===== src/rtl/button_press_classifier_macros.svh =====
// Assertion macros for the button press classifier
`ifndef BUTTON_PRESS_CLASSIFIER_MACROS_SVH
`define BUTTON_PRESS_CLASSIFIER_MACROS_SVH

`ifndef SYNTHESIS

`define BPC_ASSERT(lbl, prop, msg) \
  lbl: assert property (@(posedge clk_i) disable iff (!rst_ni) prop) else $error(msg);

`define BPC_ASSERT_NEVER(lbl, cond, msg) \
  lbl: assert property (@(posedge clk_i) disable iff (!rst_ni) !(cond)) else $error(msg);

`else

`define BPC_ASSERT(lbl, prop, msg)

`define BPC_ASSERT_NEVER(lbl, cond, msg)

`endif

`endif


===== src/rtl/bpc_pkg.sv =====
package bpc_pkg;

  typedef enum logic [1:0] {
    CFG_DEBOUNCE = 2'd0,
    CFG_LONG     = 2'd1,
    CFG_DOUBLE   = 2'd2,
    CFG_DBL_EN   = 2'd3
  } cfg_idx_e;

  localparam int unsigned CfgIdxW  = 2;
  localparam int unsigned CfgDataW = 16;

  localparam logic [7:0]  DebounceRst = 8'd5;
  localparam logic [15:0] LongRst     = 16'd1000;
  localparam logic [15:0] DoubleRst   = 16'd500;
  localparam logic        DblEnRst    = 1'b1;

  localparam logic [7:0]  DcntMax = 8'hFF;

  typedef struct packed {
    logic short_press;
    logic double_press;
    logic long_press;
    logic pressed;
  } result_t;

endpackage


===== src/rtl/bpc_step.sv =====
module bpc_step
  import bpc_pkg::*;
#(
  parameter int unsigned TIMER_WIDTH = 16
) (
  input  logic                   pin_level_i,
  input  logic                   stable_q_i,
  input  logic                   pend_q_i,
  input  logic [7:0]             dcnt_q_i,
  input  logic [TIMER_WIDTH-1:0] press_q_i,
  input  logic                   long_done_q_i,
  input  logic [TIMER_WIDTH-1:0] since_q_i,
  input  logic                   win_q_i,
  input  logic [7:0]             cfg_debounce_i,
  input  logic [15:0]            cfg_long_i,
  input  logic [15:0]            cfg_double_i,
  input  logic                   cfg_dbl_en_i,
  output logic                   stable_d_o,
  output logic                   pend_d_o,
  output logic [7:0]             dcnt_d_o,
  output logic [TIMER_WIDTH-1:0] press_d_o,
  output logic                   long_done_d_o,
  output logic [TIMER_WIDTH-1:0] since_d_o,
  output logic                   win_d_o,
  output result_t                res_o
);

  localparam int unsigned CmpW = (TIMER_WIDTH > 16) ? TIMER_WIDTH : 16;
  localparam logic [TIMER_WIDTH-1:0] TimerMax = {TIMER_WIDTH{1'b1}};

  logic [TIMER_WIDTH-1:0] press_inc;
  logic [TIMER_WIDTH-1:0] since_inc;
  logic [7:0]             dcnt_inc;
  logic [CmpW-1:0]        press_x;
  logic [CmpW-1:0]        since_x;

  always_comb begin
    press_inc = press_q_i;
    if (!stable_q_i && (press_q_i != TimerMax)) begin
      press_inc = press_q_i + 1'b1;
    end
    since_inc = since_q_i;
    if (win_q_i && (since_q_i != TimerMax)) begin
      since_inc = since_q_i + 1'b1;
    end
    dcnt_inc = (dcnt_q_i == DcntMax) ? DcntMax : dcnt_q_i + 8'd1;
    press_x  = CmpW'(press_inc);
    since_x  = CmpW'(since_inc);

    stable_d_o    = stable_q_i;
    pend_d_o      = pend_q_i;
    dcnt_d_o      = dcnt_q_i;
    press_d_o     = press_inc;
    long_done_d_o = long_done_q_i;
    since_d_o     = since_inc;
    win_d_o       = win_q_i;
    res_o         = '0;

    if (pend_q_i) begin
      dcnt_d_o = dcnt_inc;
      if (dcnt_inc >= cfg_debounce_i) begin
        pend_d_o = 1'b0;
        dcnt_d_o = '0;
        if (pin_level_i != stable_q_i) begin
          stable_d_o = pin_level_i;
          if (!pin_level_i) begin
            press_d_o     = '0;
            long_done_d_o = 1'b0;
          end else if ((press_x < CmpW'(cfg_long_i)) &&
                       (press_x > CmpW'(cfg_debounce_i))) begin
            res_o.short_press = 1'b1;
            since_d_o         = '0;
            if (cfg_dbl_en_i && win_q_i && (since_x < CmpW'(cfg_double_i))) begin
              res_o.double_press = 1'b1;
              win_d_o            = 1'b0;
            end else begin
              win_d_o = 1'b1;
            end
          end
        end
      end
    end else if (pin_level_i != stable_q_i) begin
      pend_d_o = 1'b1;
      dcnt_d_o = '0;
    end else if (!pin_level_i && !long_done_q_i) begin
      if (press_x >= CmpW'(cfg_long_i)) begin
        res_o.long_press = 1'b1;
        long_done_d_o    = 1'b1;
      end
    end

    res_o.pressed = !stable_d_o;
  end

endmodule


===== src/rtl/button_press_classifier.sv =====
// Debounced button press classifier: short, double and long press events.
// A result is registered and valid in the cycle after its item is accepted.
// Throughput: one item per cycle while the result side takes every result;
// a single output register decouples the two sides.
// Reset: asynchronous, active low; state and config registers return to their
// defaults (the result register is not reset), the button reads released and no result is pending.
`include "button_press_classifier_macros.svh"

module button_press_classifier
  import bpc_pkg::*;
#(
  parameter int unsigned TIMER_WIDTH = 16
) (
  input  logic                clk_i,
  input  logic                rst_ni,
  input  logic                cfg_we_i,
  input  logic [CfgIdxW-1:0]  cfg_idx_i,
  input  logic [CfgDataW-1:0] cfg_data_i,
  input  logic                in_valid_i,
  output logic                in_ready_o,
  input  logic                pin_level_i,
  output logic                out_valid_o,
  input  logic                out_ready_i,
  output logic                short_press_o,
  output logic                double_press_o,
  output logic                long_press_o,
  output logic                pressed_o
);

  logic [7:0]  cfg_debounce_q;
  logic [15:0] cfg_long_q;
  logic [15:0] cfg_double_q;
  logic        cfg_dbl_en_q;

  logic                   stable_q, stable_d;
  logic                   pend_q, pend_d;
  logic [7:0]             dcnt_q, dcnt_d;
  logic [TIMER_WIDTH-1:0] press_q, press_d;
  logic                   long_done_q, long_done_d;
  logic [TIMER_WIDTH-1:0] since_q, since_d;
  logic                   win_q, win_d;

  result_t res_d, res_q;
  logic    out_valid_q;
  logic    in_fire;

  assign in_ready_o = !out_valid_q || out_ready_i;
  assign in_fire    = in_valid_i && in_ready_o;

  always_ff @(posedge clk_i or negedge rst_ni) begin
    if (!rst_ni) begin
      cfg_debounce_q <= DebounceRst;
      cfg_long_q     <= LongRst;
      cfg_double_q   <= DoubleRst;
      cfg_dbl_en_q   <= DblEnRst;
    end else if (cfg_we_i) begin
      case (cfg_idx_e'(cfg_idx_i))
        CFG_DEBOUNCE: cfg_debounce_q <= cfg_data_i[7:0];
        CFG_LONG:     cfg_long_q     <= cfg_data_i;
        CFG_DOUBLE:   cfg_double_q   <= cfg_data_i;
        CFG_DBL_EN:   cfg_dbl_en_q   <= cfg_data_i[0];
        default: ;
      endcase
    end
  end

  bpc_step #(
    .TIMER_WIDTH(TIMER_WIDTH)
  ) u_step (
    .pin_level_i    (pin_level_i),
    .stable_q_i     (stable_q),
    .pend_q_i       (pend_q),
    .dcnt_q_i       (dcnt_q),
    .press_q_i      (press_q),
    .long_done_q_i  (long_done_q),
    .since_q_i      (since_q),
    .win_q_i        (win_q),
    .cfg_debounce_i (cfg_debounce_q),
    .cfg_long_i     (cfg_long_q),
    .cfg_double_i   (cfg_double_q),
    .cfg_dbl_en_i   (cfg_dbl_en_q),
    .stable_d_o     (stable_d),
    .pend_d_o       (pend_d),
    .dcnt_d_o       (dcnt_d),
    .press_d_o      (press_d),
    .long_done_d_o  (long_done_d),
    .since_d_o      (since_d),
    .win_d_o        (win_d),
    .res_o          (res_d)
  );

  always_ff @(posedge clk_i or negedge rst_ni) begin
    if (!rst_ni) begin
      stable_q    <= 1'b1;
      pend_q      <= 1'b0;
      dcnt_q      <= '0;
      press_q     <= '0;
      long_done_q <= 1'b0;
      since_q     <= '0;
      win_q       <= 1'b0;
    end else if (in_fire) begin
      stable_q    <= stable_d;
      pend_q      <= pend_d;
      dcnt_q      <= dcnt_d;
      press_q     <= press_d;
      long_done_q <= long_done_d;
      since_q     <= since_d;
      win_q       <= win_d;
    end
  end

  always_ff @(posedge clk_i or negedge rst_ni) begin
    if (!rst_ni) begin
      out_valid_q <= 1'b0;
    end else if (in_ready_o) begin
      out_valid_q <= in_valid_i;
    end
  end

  always_ff @(posedge clk_i) begin
    if (in_fire) begin
      res_q <= res_d;
    end
  end

  assign out_valid_o    = out_valid_q;
  assign short_press_o  = res_q.short_press;
  assign double_press_o = res_q.double_press;
  assign long_press_o   = res_q.long_press;
  assign pressed_o      = res_q.pressed;

  `BPC_ASSERT(a_fire_gives_result, in_fire |=> out_valid_o, "accepted item gave no result")
  `BPC_ASSERT_NEVER(a_double_needs_short,
                    out_valid_o && double_press_o && !short_press_o,
                    "double press without short press")
  `BPC_ASSERT_NEVER(a_long_while_held,
                    out_valid_o && long_press_o && !pressed_o,
                    "long press while released")
  `BPC_ASSERT_NEVER(a_short_on_release,
                    out_valid_o && short_press_o && pressed_o,
                    "short press while held")

endmodule

===== config.mk =====
export PLATFORM = sky130hd
export DESIGN_NAME = button_press_classifier
export DESIGN_NICKNAME = d
export VERILOG_FILES = /design/src/rtl/bpc_pkg.sv /design/src/rtl/bpc_step.sv /design/src/rtl/button_press_classifier.sv
export VERILOG_INCLUDE_DIRS = /design/src /design/src/rtl
export SDC_FILE = /design/constraint.sdc
export NUM_CORES = 1
export LEC_CHECK = 0
export BUFFER_PORTS_ARGS = -buffer_cell sky130_fd_sc_hd__buf_4
export CAP_MARGIN = 10
export CORE_UTILIZATION = 56
export DETAILED_ROUTE_END_ITERATION = 10
export MAX_ROUTING_LAYER = met4
export PLACE_DENSITY = 0.75
export SYNTH_ARGS = -nofsm -noshare
export SYNTH_HDL_FRONTEND = slang
export SYNTH_SLANG_ARGS = --single-unit

===== constraint.sdc =====
create_clock -name clk_i -period 4.1 [get_ports clk_i]
set_clock_uncertainty 0.05 [all_clocks]
set_input_delay 0.82 -clock clk_i [delete_from_list [all_inputs] [get_ports clk_i]]
set_output_delay 0.82 -clock clk_i [all_outputs]
set_load 0.01 [all_outputs]

==> metrics.md <==
| Metric | Value |
|---|---|
| CP Buf/Inv Count | 1 |
| Yosys reg bits | 90 |
| Async S/R FF share, synth | approximately 96% |
| Synthesized instance count | 605 |
| Post-synthesis cell type count | a little under 60 |
| Worst-skew pair later-pin latency | ~0.38 ns |
| Clk sinks | 90 |
| Vias in the first global route | about 4700 |
| Top-area cell type share of the netlist area | about 30% |
| Synth Flop Type | dfrtp_1 |
| CTS root buffer | clkbuf_8 |
| Crit start category | flop |
| R2R Path End | since_q[11] |
| Die ar. | between 10000 and 15000 sq um |
| EDFF count, synth | 4 |
| Min Tclk post-route | about 3.9 ns |
| Vias | roughly 4600 |
| Syn. warnings | 0 |
| Wire per inst | 17.2 microns |
| Cells on worst reg2reg path | 15 |
| WP depth | 15 |
| Setup TNS | 0 ns |
| I/O pin count | 30 |
| Synth Area per Inst | 9.61 sq um |
| Initial core utilization | between 50 and 60% |
| Area leader, netlist | dfrtp_1 |
| Congestion Overflow GR | 0 |
| DRC viols | 0 |
| Crit-path cells | and4_4 > nand4_1 > o31a_4 > and4_2 > nand3_2 > xnor2_2 > ha_1 > nand3_1 > nand2_1 > a211oi_2 > o221ai_1 > or4_4 > and3_1 > buf_6 > a211oi_2 |
| CP Capture Type | flop |
| R2r setup slk | 0.16 ns |
| Syn nets | 680 |
| Hold Path Class | input port to asynchronous set/reset pin |
| Layout cells sized above 1 | 21.0% |
| FF-to-FF Start | press_q[9] |
| Most common cell in the netlist | dfrtp_1 |
| Core area | around 10000 sq um |
| Crit path DAT | between 4 and 5 ns |
| Commonest cells post-synth | 70 x dfrtp_1, 58 x nand2_1, 53 x inv_1, 51 x ha_1, 42 x nor2_1 |
| N_diodes | 0 |
| Final period utilization | 96.0% |
| Initial antenna violation count | 0 |
| Setup CP Type | flop to flop |
| Layout area overhead | 12.4% |
| Status | finished clean |
| Max-cap check violation count | 0 |
| Die width | about 100 microns |
| DP Cell Count | 759 |
| Cell family with most CP delay | simple AND/OR/NAND/NOR gates |
| Register area share after synthesis | 39.4% |
| Final setup viols | 0 |
| Total GRT Usage | a little over a quarter |
| Final #Nets | about 720 |
| Port-buffer cells | 29 |
| Final std cells w/o fill | slightly below 800 |
| Vias/cell | 5.89 |
| Row count | 36 |
| Area contributors post-synth | dfrtp_1 30%, ha_1 11%, dfstp_2 7.2% |
| Number of CTS-inserted buffers | 9 |
| Worst vdd ir | between 0.2 and 0.3 mV |
| DRC violation total after the first TritonRoute iteration | approximately 240 |
| Max incr delay on CP | between 0.5 and 0.6 ns |
| RD Place Congestion | 0.877 |
| CTS max path bufs | 2 |
| Drt pass-1 iters | 5 |
| Mapped Area | 5810 sq um |
| CP max-delay cell | or4_4 |
| Antenna Nets Post-Route | 0 |
| Peak Freq | about 250 MHz |
| Largest net degree at the start of global routing | 87 |
| Relative slew slack | between 40% and 50% |
| Clk slew on worst S/H paths | around 0.09 ns |
| Max-slew violation count | 0 |
| Die Y | between 100 and 150 microns |
| Setup crit start | press_q[9] |
| Worst-Margin Slew | just under 0.9 ns |
| Critical path required time | roughly 4.4 ns |
| CP Max Fanout | 15 |
| Routed WL | approximately 13 mm |
| Leakage power | about 0.0030 uW |
| Crit path capture | since_q[11] |
| First-pass GRT wire length | approximately 23 mm |
| Pwr/cell area | between 500 and 600 nW/um^2 |
| Hpwl dp | 9.69 mm |
| RSZ-0062 raised after global routing | false |
| CTS tree | done |
| Crit-path most repeated cell | a211oi_2 |
| Hold_buf cts | 0 |
| H-tree lvl count | 3 |
| Final hold violation count | 0 |
-- kinds of logic (layout without fill, tap and decap cells) --
logic type,Yosys count,count (layout),synth area share (%)
buffers and inverters,74,116,5.53
adder cells (fa/ha/maj),51,51,11.0
XOR/XNOR,42,42,6.33
multiplexers,41,41,7.79
AND/OR/NAND/NOR,202,202,17.8
flip-flops,90,90,39.4
AO/OA/AOI/OAI,105,105,12.1
-- what timing repair did --
item	in CTS	in global routing
gates resized for setup	2	11
setup endpoints to repair	3	17
buffers inserted	1	3
pin swaps	0	5
-- metrics by stage --
step           cell area, sq um  hold slack [ns]  power, uW  utilization [%]  setup slack, ns
6_report                   6540            0.324       3400             65.9            0.162
5_1_grt                    6540            0.358       3640             65.9           0.0125
4_1_cts                    6430            0.460       3350             64.9          0.00772
3_5_place_dp               6170            0.443       2600             62.3          -0.0494
3_3_place_gp               6170            0.441       2520             62.3           0.0420
2_1_floorplan              5810            0.415       2250                -            0.351
-- worst register-to-register path: cells and delay by family, from the launching register on --
| kind | cells | cell delay, ns |
|---|---|---|
| compound gates | 4 | 1.05 |
| xor+xnor | 1 | 0.14 |
| fa+ha+maj | 1 | 0.30 |
| buf+inv | 1 | 0.16 |
| flops | 1 | 0.43 |
| simple gates | 8 | 1.71 |
-- flip-flops by register name (all words and copies together) (netlist names) --
signal	count
cfg_debounce_q	8
long_done_q	1
stable_q	1
cfg_dbl_en_q	1
pressed_o	1
win_q	1
since_q	16
press_q	16
cfg_long_q	16
double_press_o	1
cfg_double_q	16
out_valid_o	1
pend_q	1
dcnt_q	8
short_press_o	1
long_press_o	1
-- layout make-up --
| class | count | area, sq um |
|---|---|---|
| tap | 133 | 166 |
| clock inverter | 2 | 36.3 |
| timing repair buffer | 47 | 377 |
| inverter | 53 | 199 |
| sequential | 90 | 2290 |
| fill | 806 | 3370 |
| multi-input combinational | 441 | 3260 |
| clock buffer | 14 | 206 |
-- report_power, final --
part           switching [uW]  internal (uW)
clock network             341            394
registers                 221           1120
logic                     711            609
-- placed cells by master, fill, tap and decap left out, types with 6 or more instances in the layout --
| cell | netlist | routed |
|---|---|---|
| a21o_1 | 7 | 7 |
| a21oi_1 | 16 | 16 |
| a22o_1 | 12 | 12 |
| a31oi_1 | 6 | 6 |
| and2_1 | 6 | 6 |
| buf_4 | 3 | 45 |
| clkbuf_8 | 0 | 9 |
| dfrtp_1 | 70 | 69 |
| dfstp_2 | 16 | 16 |
| ha_1 | 51 | 50 |
| inv_1 | 53 | 53 |
| mux2_2 | 34 | 34 |
| mux2i_1 | 7 | 7 |
| nand2_1 | 58 | 58 |
| nand2b_1 | 6 | 6 |
| nand3_1 | 23 | 22 |
| nand4_1 | 19 | 19 |
| nor2_1 | 42 | 42 |
| nor3_1 | 11 | 11 |
| o21a_1 | 6 | 6 |
| o21ai_0 | 30 | 30 |
| o31ai_1 | 9 | 9 |
| xnor2_1 | 30 | 29 |
| xor2_1 | 12 | 11 |
-- routing by layer --
layer	routed length, microns	track usage, %	part of all wire (%)	vias up
met5	0	-	0	-
met4	310	11.8	2.3	0
met3	494	3.57	3.7	24
met2	6750	44.2	50	115
met1	5870	32.9	44	2249
li1	-	-	-	2209
-- worst min-delay path by stage --
stage                  endpoint  slack [ns]  depth (start not counted)
6_report             press_q[7]        0.32                          1
5_1_grt              press_q[7]        0.36                          1
4_1_cts                  pend_q        0.46                          1
3_5_place_dp   cfg_double_q[12]        0.44                          1
3_3_place_gp        long_done_q        0.44                          2
2_1_floorplan            pend_q        0.41                          1
No activity file was read; power rests on OpenSTA's default activity.
